<file path="src/hw/rtl/tfpa_pkg.sv">
// tfpa_pkg: shared types, codes and reset layout for the typed fit partition allocator
// depends on nothing; imported by typed_fit_partition_allocator and its bench
`timescale 1ns / 1ps

package tfpa_pkg;

   // default sizing of the partition table and its reset layout
   localparam int TABLE_DEPTH_DEF  = 32;
   localparam int LARGE_COUNT_DEF  = 4;
   localparam int MEDIUM_COUNT_DEF = 4;
   localparam int SMALL_COUNT_DEF  = 12;

   // sizes of the reset layout pools
   localparam logic [5:0] LARGE_UNITS  = 6'd3;
   localparam logic [5:0] MEDIUM_UNITS = 6'd2;
   localparam logic [5:0] SMALL_UNITS  = 6'd1;
   localparam logic [5:0] UNITS_MAX    = 6'd63;

   // pool type codes
   localparam logic [1:0] POOL_LARGE  = 2'd0;
   localparam logic [1:0] POOL_MEDIUM = 2'd1;
   localparam logic [1:0] POOL_SMALL  = 2'd2;

   // fit strategy codes (anything else behaves as worst fit)
   localparam logic [1:0] FIT_BEST  = 2'd0;
   localparam logic [1:0] FIT_FIRST = 2'd1;
   localparam logic [1:0] FIT_WORST = 2'd2;

   // request action codes
   localparam logic ACT_ALLOC   = 1'b0;
   localparam logic ACT_RELEASE = 1'b1;

   // response status codes
   localparam logic [1:0] STAT_ALLOCATED = 2'd0;
   localparam logic [1:0] STAT_NO_FIT    = 2'd1;
   localparam logic [1:0] STAT_RELEASED  = 2'd2;
   localparam logic [1:0] STAT_NO_OWNER  = 2'd3;

   // one table entry as held in the memory
   typedef struct packed {
      logic [1:0]  pool;
      logic [5:0]  units;
      logic        free;
      logic [15:0] owner;
   } tbl_entry_type;

   // entry k of the reset layout: large, then medium, then small, then empty
   function automatic tbl_entry_type init_entry(int k, int n_large, int n_medium,
                                                int n_small);
      tbl_entry_type e;
      e.free  = 1'b1;
      e.owner = 16'd0;
      if (k < n_large) begin
         e.pool  = POOL_LARGE;
         e.units = LARGE_UNITS;
      end else if (k < n_large + n_medium) begin
         e.pool  = POOL_MEDIUM;
         e.units = MEDIUM_UNITS;
      end else if (k < n_large + n_medium + n_small) begin
         e.pool  = POOL_SMALL;
         e.units = SMALL_UNITS;
      end else begin
         e.pool  = POOL_LARGE;
         e.units = 6'd0;
      end
      return e;
   endfunction

endpackage

</file>
<file path="src/hw/rtl/typed_fit_partition_allocator.sv">
// typed_fit_partition_allocator: partition table in one synchronous memory with a scan sequencer
// depends on tfpa_pkg (entry type, codes, reset layout function)
// allocate: a scan of count entries, one read each, then a write of the chosen entry if one fits;
//   release: an owner scan, then a merge/compaction pass over the live entries
// throughput: one request at a time; count is the live table length (20 after reset)
// reset: synchronous; requests wait out a layout pass writing TABLE_DEPTH entries, one a cycle
`timescale 1ns / 1ps

module typed_fit_partition_allocator
   import tfpa_pkg::*;
#(
   parameter int TABLE_DEPTH  = TABLE_DEPTH_DEF,
   parameter int LARGE_COUNT  = LARGE_COUNT_DEF,
   parameter int MEDIUM_COUNT = MEDIUM_COUNT_DEF,
   parameter int SMALL_COUNT  = SMALL_COUNT_DEF
) (
   input  logic        clock,
   input  logic        reset,
   // request channel
   input  logic        req_valid,
   output logic        req_ready,
   input  logic        req_action,
   input  logic [1:0]  req_pool_type,
   input  logic [5:0]  req_units_needed,
   input  logic [15:0] req_owner_id,
   // response channel
   output logic        rsp_valid,
   input  logic        rsp_ready,
   output logic [1:0]  rsp_status,
   output logic [4:0]  rsp_entry_index,
   output logic [5:0]  rsp_entry_size,
   // configuration write
   input  logic        csr_valid,
   output logic        csr_ready,
   input  logic [1:0]  csr_fit_strategy
);

   localparam int IW        = $clog2(TABLE_DEPTH);
   localparam int CW        = $clog2(TABLE_DEPTH + 1);
   localparam int LayoutN   = LARGE_COUNT + MEDIUM_COUNT + SMALL_COUNT;
   localparam int InitCount = (LayoutN < TABLE_DEPTH) ? LayoutN : TABLE_DEPTH;

   // sequencer states
   localparam logic [2:0] ST_INIT  = 3'd0;
   localparam logic [2:0] ST_IDLE  = 3'd1;
   localparam logic [2:0] ST_SCAN  = 3'd2;
   localparam logic [2:0] ST_MERGE = 3'd3;
   localparam logic [2:0] ST_DONE  = 3'd4;

   // control state
   logic [2:0]    state_ff, state_in;
   logic [CW-1:0] iss_ptr_ff, iss_ptr_in;
   logic [CW-1:0] wr_ptr_ff, wr_ptr_in;
   logic [CW-1:0] count_ff, count_in;
   logic          rd_vld_ff, rd_vld_in;
   logic          found_ff, found_in;
   logic          pend_ok_ff, pend_ok_in;
   logic          rsp_valid_ff, rsp_valid_in;
   logic [1:0]    strategy_ff, strategy_in;

   // payload state
   logic [IW-1:0] rd_idx_ff, rd_idx_in;
   logic [IW-1:0] best_idx_ff, best_idx_in;
   logic [5:0]    best_units_ff, best_units_in;
   tbl_entry_type pend_ff, pend_in;
   logic          act_ff, act_in;
   logic [1:0]    type_ff, type_in;
   logic [5:0]    need_ff, need_in;
   logic [15:0]   owner_ff, owner_in;
   logic [1:0]    stat_ff, stat_in;
   logic [1:0]    rsp_status_ff, rsp_status_in;
   logic [4:0]    rsp_index_ff, rsp_index_in;
   logic [5:0]    rsp_size_ff, rsp_size_in;

   // table memory
   tbl_entry_type mem [TABLE_DEPTH];
   tbl_entry_type mem_rd_ff;
   logic          mem_we;
   logic [IW-1:0] mem_waddr;
   tbl_entry_type mem_wdata;
   logic [IW-1:0] mem_raddr;

   // helpers for the scan and merge stages
   tbl_entry_type rd_entry;
   logic          iss_more;
   logic          fits;
   logic          owner_hit;
   logic [6:0]    merge_sum;

   assign req_ready       = (state_ff == ST_IDLE);
   assign csr_ready       = 1'b1;
   assign rsp_valid       = rsp_valid_ff;
   assign rsp_status      = rsp_status_ff;
   assign rsp_entry_index = rsp_index_ff;
   assign rsp_entry_size  = rsp_size_ff;

   assign iss_more  = (iss_ptr_ff < count_ff);
   assign mem_raddr = iss_ptr_ff[IW-1:0];

   // read data, with the released entry seen as free during the merge pass
   always_comb begin
      rd_entry = mem_rd_ff;
      if (state_ff == ST_MERGE && rd_idx_ff == best_idx_ff) begin
         rd_entry.free  = 1'b1;
         rd_entry.owner = 16'd0;
      end
   end

   assign fits      = rd_entry.free && (rd_entry.pool == type_ff) && (rd_entry.units >= need_ff);
   assign owner_hit = !rd_entry.free && (owner_ff != 16'd0) && (rd_entry.owner == owner_ff);
   assign merge_sum = {1'b0, pend_ff.units} + {1'b0, rd_entry.units};

   // synchronous memory, one write and one registered read per cycle
   always_ff @(posedge clock) begin
      if (mem_we) begin
         mem[mem_waddr] <= mem_wdata;
      end
      mem_rd_ff <= mem[mem_raddr];
   end

   // sequencer
   always_comb begin
      state_in      = state_ff;
      iss_ptr_in    = iss_ptr_ff;
      wr_ptr_in     = wr_ptr_ff;
      count_in      = count_ff;
      rd_vld_in     = 1'b0;
      found_in      = found_ff;
      pend_ok_in    = pend_ok_ff;
      rsp_valid_in  = rsp_valid_ff && !rsp_ready;
      strategy_in   = strategy_ff;
      rd_idx_in     = iss_ptr_ff[IW-1:0];
      best_idx_in   = best_idx_ff;
      best_units_in = best_units_ff;
      pend_in       = pend_ff;
      act_in        = act_ff;
      type_in       = type_ff;
      need_in       = need_ff;
      owner_in      = owner_ff;
      stat_in       = stat_ff;
      rsp_status_in = rsp_status_ff;
      rsp_index_in  = rsp_index_ff;
      rsp_size_in   = rsp_size_ff;
      mem_we        = 1'b0;
      mem_waddr     = iss_ptr_ff[IW-1:0];
      mem_wdata     = init_entry(int'(iss_ptr_ff), LARGE_COUNT, MEDIUM_COUNT, SMALL_COUNT);

      // configuration beat
      if (csr_valid) begin
         strategy_in = csr_fit_strategy;
      end

      case (state_ff)
         // write the reset layout, one entry per cycle
         ST_INIT: begin
            mem_we     = 1'b1;
            iss_ptr_in = iss_ptr_ff + CW'(1);
            if (iss_ptr_ff == CW'(TABLE_DEPTH - 1)) begin
               state_in = ST_IDLE;
            end
         end

         // take a request beat
         ST_IDLE: begin
            if (req_valid) begin
               act_in     = req_action;
               type_in    = req_pool_type;
               need_in    = req_units_needed;
               owner_in   = req_owner_id;
               found_in   = 1'b0;
               iss_ptr_in = '0;
               state_in   = ST_SCAN;
            end
         end

         // search pass: one read issued and one entry judged per cycle
         ST_SCAN: begin
            if (iss_more) begin
               rd_vld_in  = 1'b1;
               iss_ptr_in = iss_ptr_ff + CW'(1);
            end
            if (rd_vld_ff) begin
               if (act_ff == ACT_ALLOC) begin
                  if (fits) begin
                     if (!found_ff) begin
                        found_in      = 1'b1;
                        best_idx_in   = rd_idx_ff;
                        best_units_in = rd_entry.units;
                     end else if (strategy_ff == FIT_BEST) begin
                        if (rd_entry.units < best_units_ff) begin
                           best_idx_in   = rd_idx_ff;
                           best_units_in = rd_entry.units;
                        end
                     end else if (strategy_ff != FIT_FIRST) begin
                        if (rd_entry.units > best_units_ff) begin
                           best_idx_in   = rd_idx_ff;
                           best_units_in = rd_entry.units;
                        end
                     end
                  end
               end else if (owner_hit && !found_ff) begin
                  found_in      = 1'b1;
                  best_idx_in   = rd_idx_ff;
                  best_units_in = rd_entry.units;
               end
            end
            if (!iss_more && !rd_vld_ff) begin
               if (act_ff == ACT_ALLOC) begin
                  state_in = ST_DONE;
                  if (found_ff) begin
                     stat_in         = STAT_ALLOCATED;
                     mem_we          = 1'b1;
                     mem_waddr       = best_idx_ff;
                     mem_wdata.pool  = type_ff;
                     mem_wdata.units = best_units_ff;
                     mem_wdata.free  = 1'b0;
                     mem_wdata.owner = owner_ff;
                  end else begin
                     stat_in = STAT_NO_FIT;
                  end
               end else if (found_ff) begin
                  stat_in    = STAT_RELEASED;
                  iss_ptr_in = '0;
                  wr_ptr_in  = '0;
                  pend_ok_in = 1'b0;
                  state_in   = ST_MERGE;
               end else begin
                  stat_in  = STAT_NO_OWNER;
                  state_in = ST_DONE;
               end
            end
         end

         // compaction pass: fold runs of free same-type entries, write behind the reads
         ST_MERGE: begin
            if (iss_more) begin
               rd_vld_in  = 1'b1;
               iss_ptr_in = iss_ptr_ff + CW'(1);
            end
            if (rd_vld_ff) begin
               if (!pend_ok_ff) begin
                  pend_in    = rd_entry;
                  pend_ok_in = 1'b1;
               end else if (pend_ff.free && rd_entry.free && pend_ff.pool == rd_entry.pool) begin
                  pend_in.units = (merge_sum > {1'b0, UNITS_MAX}) ? UNITS_MAX : merge_sum[5:0];
               end else begin
                  mem_we     = 1'b1;
                  mem_waddr  = wr_ptr_ff[IW-1:0];
                  mem_wdata  = pend_ff;
                  wr_ptr_in  = wr_ptr_ff + CW'(1);
                  pend_in    = rd_entry;
               end
            end
            if (!iss_more && !rd_vld_ff) begin
               mem_we    = 1'b1;
               mem_waddr = wr_ptr_ff[IW-1:0];
               mem_wdata = pend_ff;
               count_in  = wr_ptr_ff + CW'(1);
               state_in  = ST_DONE;
            end
         end

         // hand the result to the output register once it is free
         ST_DONE: begin
            if (!rsp_valid_ff || rsp_ready) begin
               rsp_valid_in  = 1'b1;
               rsp_status_in = stat_ff;
               rsp_index_in  = found_ff ? 5'(best_idx_ff) : 5'd0;
               rsp_size_in   = found_ff ? best_units_ff : 6'd0;
               state_in      = ST_IDLE;
            end
         end

         default: begin
            state_in = ST_IDLE;
         end
      endcase
   end

   // control registers
   always_ff @(posedge clock) begin
      if (reset) begin
         state_ff     <= ST_INIT;
         iss_ptr_ff   <= '0;
         wr_ptr_ff    <= '0;
         count_ff     <= CW'(InitCount);
         rd_vld_ff    <= 1'b0;
         found_ff     <= 1'b0;
         pend_ok_ff   <= 1'b0;
         rsp_valid_ff <= 1'b0;
         strategy_ff  <= FIT_BEST;
      end else begin
         state_ff     <= state_in;
         iss_ptr_ff   <= iss_ptr_in;
         wr_ptr_ff    <= wr_ptr_in;
         count_ff     <= count_in;
         rd_vld_ff    <= rd_vld_in;
         found_ff     <= found_in;
         pend_ok_ff   <= pend_ok_in;
         rsp_valid_ff <= rsp_valid_in;
         strategy_ff  <= strategy_in;
      end
   end

   // payload registers
   always_ff @(posedge clock) begin
      rd_idx_ff     <= rd_idx_in;
      best_idx_ff   <= best_idx_in;
      best_units_ff <= best_units_in;
      pend_ff       <= pend_in;
      act_ff        <= act_in;
      type_ff       <= type_in;
      need_ff       <= need_in;
      owner_ff      <= owner_in;
      stat_ff       <= stat_in;
      rsp_status_ff <= rsp_status_in;
      rsp_index_ff  <= rsp_index_in;
      rsp_size_ff   <= rsp_size_in;
   end

endmodule

</file>
<file path="config.mk">
export PLATFORM = sky130hd
export DESIGN_NAME = typed_fit_partition_allocator
export DESIGN_NICKNAME = d
export VERILOG_FILES = /design/src/hw/rtl/tfpa_pkg.sv /design/src/hw/rtl/typed_fit_partition_allocator.sv
export SDC_FILE = /design/constraint.sdc
export NUM_CORES = 1
export LEC_CHECK = 0
export BUFFER_PORTS_ARGS = -buffer_cell sky130_fd_sc_hd__buf_2
export CAP_MARGIN = 20
export CORE_MARGIN = 2
export CORE_UTILIZATION = 29
export CTS_CLUSTER_SIZE = 28
export DETAILED_ROUTE_END_ITERATION = 8
export GPL_TIMING_DRIVEN = 0
export PLACE_DENSITY = 0.49
export SLEW_MARGIN = 20
export SYNTH_ARGS = -nofsm -noshare
export SYNTH_HDL_FRONTEND = slang
export SYNTH_SLANG_ARGS = --single-unit
</file>
<file path="constraint.sdc">
create_clock -name clock -period 8.75 [get_ports clock]
set_clock_uncertainty 0.15 [all_clocks]
set_input_delay 1.75 -clock clock [delete_from_list [all_inputs] [get_ports clock]]
set_output_delay 1.75 -clock clock [all_outputs]
set_load 0.1 [all_outputs]
</file>
# == Yosys cells after proc, flatten, opt, wreduce, memory -nomap -nowiden ==
# Memory sizes are Yosys's and may differ from the RTL's. A register that Yosys moved wholly into a read port is not among the register bits.
# Index checks and enable logic that the tools add are counted.
# totals
regBits,108
ram_bits,800
mem_count,1
# memory_table
memory,words,word_bits,read_ports,rd_ports_with_merged_regs,write_ports,line_no,source
mem,32,25,1,1,1,typed_fit_partition_allocator.sv:76,tbl_entry_type mem [TABLE_DEPTH];
# classes
n_addsub,3
n_lt_le_gt_ge,8
n_eq_ne,28
mux,89
n_bitwise,1
reduce_logical,38
# op_table
cell,n
25-bit 2-to-1 mux,8
6-bit 2-to-1 mux,21
5-bit 2-to-1 mux,15
25-bit one-hot mux with 2 select lines,1
17-bit 2-to-1 mux,2
8-bit 2-to-1 mux,3
6-bit one-hot mux with 4 select lines,1
1-bit 2-to-1 mux,23
2-bit inequality test (second input constant),11
3-bit 2-to-1 mux,7
16-bit equality test,1
16-bit nonzero test,1
3-bit one-hot mux with 5 select lines,1
5-bit AND reduction,3
7-bit AND reduction,2
6-bit by 1-bit adder with 6-bit output (second input constant),2
6-bit less-than comparator,2
6-bit one-hot mux with 2 select lines,1
2-bit AND reduction,6
1-bit logical AND,10
5-bit one-hot mux with 2 select lines,1
4-bit by 1-bit inequality test with 1-bit output (second input constant),2
6-bit by 6-bit adder with 7-bit output,1
7-bit by 6-bit greater-than comparator with 1-bit output (second input constant),1
other kinds (26),41

# == Longest topological paths before layout ==
# depth
word_depth,12
mapped_depth,10
ltp_nobuf,10

# == Worst setup path after synthesis ==
# Ideal clock, no wire load.
# synth_path
path_type,register -> output
start,register state_ff[1]
end,output req_ready
t_arrival_ns,1.959
path_slack_ns,4.891
stages_incl_launch_ff,4
path_buffers,1
cell_sequence,dfxtp_1 buf_2 nand2b_1 nor2_1
# synth_between
elab_chain_len,1
# synth_lines
item,line_no,source
"start, declared",typed_fit_partition_allocator.sv:51,"logic [2:0] state_ff, state_in;"
"start signal, assigned",typed_fit_partition_allocator.sv:293,state_ff <= state_in;
3-bit by 1-bit equality test with 1-bit output,typed_fit_partition_allocator.sv:90,assign req_ready = (state_ff == ST_IDLE);
"end, declared",typed_fit_partition_allocator.sv:21,"output logic req_ready,"
# Every way passes these cells.

# == Worst setup path in the final report ==
# layout_path
start,register iss_ptr_ff[1]
end,"memory mem[22][22] (netlist name), enable pin"
# layout_between
elab_chain_len,7
word_cells_on_any_way,16
classes_between,1 x order compare; 13 x mux; 2 x reduce/logical
# layout_lines
item,line_no,source
"start, declared",typed_fit_partition_allocator.sv:52,"logic [CW-1:0] iss_ptr_ff, iss_ptr_in;"
"start signal, assigned",typed_fit_partition_allocator.sv:294,iss_ptr_ff <= iss_ptr_in;
6-bit less-than comparator,typed_fit_partition_allocator.sv:97,assign iss_more = (iss_ptr_ff < count_ff);
1-bit zero test,"typed_fit_partition_allocator.sv:207, typed_fit_partition_allocator.sv:254",
1-bit logical AND,"typed_fit_partition_allocator.sv:207, typed_fit_partition_allocator.sv:254",
1-bit 2-to-1 mux (on tied branches),"typed_fit_partition_allocator.sv:254, typed_fit_partition_allocator.sv:207",
1-bit one-hot mux with 3 select lines,typed_fit_partition_allocator.sv:153,case (state_ff)
1-bit 2-to-1 mux,typed_fit_partition_allocator.sv:115,if (mem_we) begin
1-bit 2-to-1 mux (implied by the code),typed_fit_partition_allocator.sv:116,mem[mem_waddr] <= mem_wdata;
"end, declared",typed_fit_partition_allocator.sv:76,
# Several ways; a longest one is shown, not always the timed one.

==> metrics.md <==
| Metric | Value |
|---|---|
| Most used DFF post-synth | edfxtp_1 |
| FMAX | approximately 0.22 GHz |
| Sequential share of the synthesized area | 75.28% |
| Final Max Slew Viols | 0 |
| Worst R2R End | mem[22][22]$_DFFE_PP_ |
| Switching Power | 3.255 mW |
| Final Hold Fails | 0 |
| WHS Path Cells | 0 |
| Peak supply drop | 0.1797 mV |
| Final min period | 4.599 ns |
| Register bit total from synthesis | 933 |
| Nets@finish | 1,956 |
| Part of the power in combinational logic | 20.1% |
| Hold Crit Start | stat_ff[1]$_DFFE_PP_ |
| Post-synth EDFFs | roughly 900 |
| Die Span X | 358.6 µm |
| Worst hold path type | flip-flop to flip-flop |
| Pre-antenna DRT Iters | 5 |
| Reg2Reg Depth | 7 |
| Multiplexer share of the synthesized area | 16.39% |
| Total inserted antenna cells | 0 |
| Clock transition at the registers of the reported paths | roughly 0.06 ns |
| H-Tree Depth | 3 |
| Most frequent cells in the layout | 876 x edfxtp_1, 250 x mux4_2, 98 x clkbuf_16 |
| Syn Nets | 1,771 |
| Slew HR | 23.83% |
| Crit path arrival time | 4.79 ns |
| Post-DRT Antenna Nets | 0 |
| Reg-to-reg startpoint | iss_ptr_ff[1]$_SDFFE_PP0P_ |
| Layout area overhead | 18.28% |
| Pwr dens | around 270 nW/µm² |
| Cts bufs inserted | 98 |
| Reg power frac | around 45% |
| Status | completed |
| Via count of the routed design | between 15,000 and 20,000 |
| Internal | 8.438 mW |
| Initial antenna violation count | 0 |
| Total track usage | around 15% |
| Starting Density | 29.11% |
| Die Span Y | 358.6 µm |
| Final Non-Filler Cells | approximately 3,600 |
| Post-CTS setup buffer count | 0 |
| Post-synthesis xor/xnor area fraction | 0.7207% |
| Pin count of the biggest net entering global routing | 33 |
| Largest family of logic cells by synthesized area | multiplexers |
| Slew @ Worst Pin | roughly 1.1 ns |
| Routed wire per std cell | 26.04 µm |
| CTS root buf | clkbuf_16 |
| MaxCap Viol Count | 0 |
| DR vias/cell | around 4.9 |
| Post-synthesis adder-cell area fraction | 0.9129% |
| Gr ovfl total | 0 |
| First-pass GRT wire length | 134.6 mm |
| Die area | 128,600 µm² |
| DP HPWL | roughly 64 mm |
| Pleak | 12.19 nW |
| YS warnings | 0 |
| CP endpoint kind | flip-flop |
| Hold-fix buffers, CTS | 0 |
| Setup CP Type | flip-flop to flip-flop |
| CP required | 8.94 ns |
| Fin crit share | 52.56% |
| Synth Area in Compound Gates | 2.804% |
| Worst R2R Setup Slack | 4.15 ns |
| WHS Endpoint | rsp_status[1]$_DFFE_PP_ |
| Synth Area in Simple Gates | about 2.6% |
| CTS tree | done |
| Vias in the first global route | approximately 19,000 |
| Setup TNS | 0 ns |
| Post-synthesis cell type count | 67 |
| Bufs on Longest Clock Path | 3 |
| Synthesized area per cell | 21.28 µm² |
| Worst setup SP type | flip-flop |
| Inst Count DP | 3,448 |
| Layout cells sized above 1 | 29.77% |
| FFs w/ async S/R, synth | 0% |
| Setup-failing EPs final | 0 |
| Commonest non-fill, non-tap cell in the layout | edfxtp_1 |
| Part of the power in the clock network | 34.4% |
| RSZ-0062 raised after global routing | false |
| IO Pins | 48 |
| Clk Latency, worst-skew pair | 0.68 ns |
| Sw frac | ~28% |
| Routability congestion estimate | 0.8717 |
| Clock sink count | 933 |
| Row count | 130 |
| Total core area | 125,200 µm² |
| CP Max Fanout | 13 |
| Synth Cell Area | 36,460 µm² |
| Syn Inst Count | 1,713 |
| Final WL | 94.56 mm |
| # port buffers | 45 |
| 1st-iter DRT viols | 1,837 |
| Drt drc | 0 |
| Resize count post-CTS | 0 |
-- layer usage --
metal | part of all wire [%] | routed length (µm) | global-route usage (%) | up-vias
li1 | - | - | - | 7546
met1 | 44 | 42030 | 20.42 | 9720
met2 | 47 | 44660 | 23.64 | 560
met3 | 5.7 | 5427 | 2.822 | 129
met4 | 2.6 | 2451 | 4.217 | 0
met5 | 0 | 0 | 0 | -
-- cells in the mapped netlist (5+ instances only) --
library cell | n | share of area, %
o211ai_1 | 7 | 0.14
dfxtp_1 | 57 | 3.1
nor2_1 | 72 | 0.74
nand3_1 | 21 | 0.29
buf_2 | 24 | 0.33
edfxtp_1 | 876 | 72
ha_1 | 25 | 0.86
a211oi_1 | 12 | 0.25
o22a_1 | 6 | 0.14
o21ai_0 | 20 | 0.27
mux2_2 | 27 | 0.83
buf_1 | 9 | 0.093
a22o_1 | 21 | 0.50
mux4_2 | 250 | 15
clkbuf_1 | 48 | 0.49
nand2b_1 | 6 | 0.10
a21o_1 | 9 | 0.19
nor3_1 | 11 | 0.15
nor4_1 | 6 | 0.10
xor2_1 | 12 | 0.29
nand2_1 | 17 | 0.18
inv_1 | 33 | 0.34
and2_1 | 22 | 0.38
a21oi_1 | 26 | 0.36
a22oi_1 | 5 | 0.10
xnor2_1 | 18 | 0.43
-- final cells by class --
cell class	count	area, µm²
Tap cell	1650	2064
Multi-Input combinational cell	664	8848
Sequential cell	933	27450
Inverter	34	127.6
Fill cell	11700	82120
Timing Repair Buffer	85	1172
Buffer	82	352.8
Clock buffer	140	2640
Clock inverter	44	470.5
-- state kept, by name, indices dropped and copies added, names as in the netlist, 3 cells and up --
signal	cells
rd_idx_ff	5
wr_ptr_ff	6
mem	800
iss_ptr_ff	6
best_units_ff	6
rsp_entry_index	5
pend_ff	25
need_ff	6
state_ff	3
mem_rd_ff	25
owner_ff	16
rsp_entry_size	6
count_ff	6
best_idx_ff	5
-- through the flow --
step | area, µm² | hold WS, ns | util, % | worst slack [ns] | total power [mW]
after CTS | 43100 | 0.2599 | 34.41 | 4.158 | 11.83
after global routing | 43120 | 0.2577 | 34.43 | 4.040 | 12.12
after global placement | 38750 | 0.2546 | 30.94 | 2.591 | 7.661
after floorplan | 36460 | 0.2019 | - | 4.891 | 6.829
final | 43120 | 0.2642 | 34.43 | 4.151 | 11.69
after detailed placement | 39980 | 0.2545 | 31.93 | 4.160 | 7.794
-- worst max path at each step --
stage	startpoint	end	slack (ns)	cells after the start
floorplan	state_ff[1]$_SDFFE_PP0P_	req_ready	4.89	3
global placement	iss_ptr_ff[1]$_SDFFE_PP0P_	mem[14][8]$_DFFE_PP_	2.59	6
detailed placement	iss_ptr_ff[1]$_SDFFE_PP0P_	mem[14][8]$_DFFE_PP_	4.16	7
CTS	iss_ptr_ff[1]$_SDFFE_PP0P_	mem[22][23]$_DFFE_PP_	4.16	7
global route	iss_ptr_ff[1]$_SDFFE_PP0P_	mem[14][4]$_DFFE_PP_	4.04	7
finish	iss_ptr_ff[1]$_SDFFE_PP0P_	mem[22][22]$_DFFE_PP_	4.15	7
-- logic make-up after synthesis --
group,Yosys count
flip-flops,933
multiplexers,281
AND/OR/NAND/NOR,185
AO/OA/AOI/OAI,141
buffers and inverters,116
XOR/XNOR,30
adder cells (fa/ha/maj),26
other,1
-- critical path, stage by stage (launching register included) --
cell	delay [ns]
dfxtp_1	0.50
clkbuf_1	0.44
clkbuf_1	0.82
inv_1	0.10
o311a_1	0.42
nand3b_1	0.76
nor2_4	0.85
buf_16	0.24
-- power by group through the flow --
stage / Sequential [mW] / Combinational (mW) / Clock (mW)
floorplan: 5.35 / 1.48 / 0
global route: 5.33 / 2.50 / 4.29
detailed placement: 5.40 / 2.39 / 0
CTS: 5.31 / 2.40 / 4.12
global placement: 5.41 / 2.25 / 0
finish: 5.31 / 2.35 / 4.03
(Power assumes the default switching activity.)
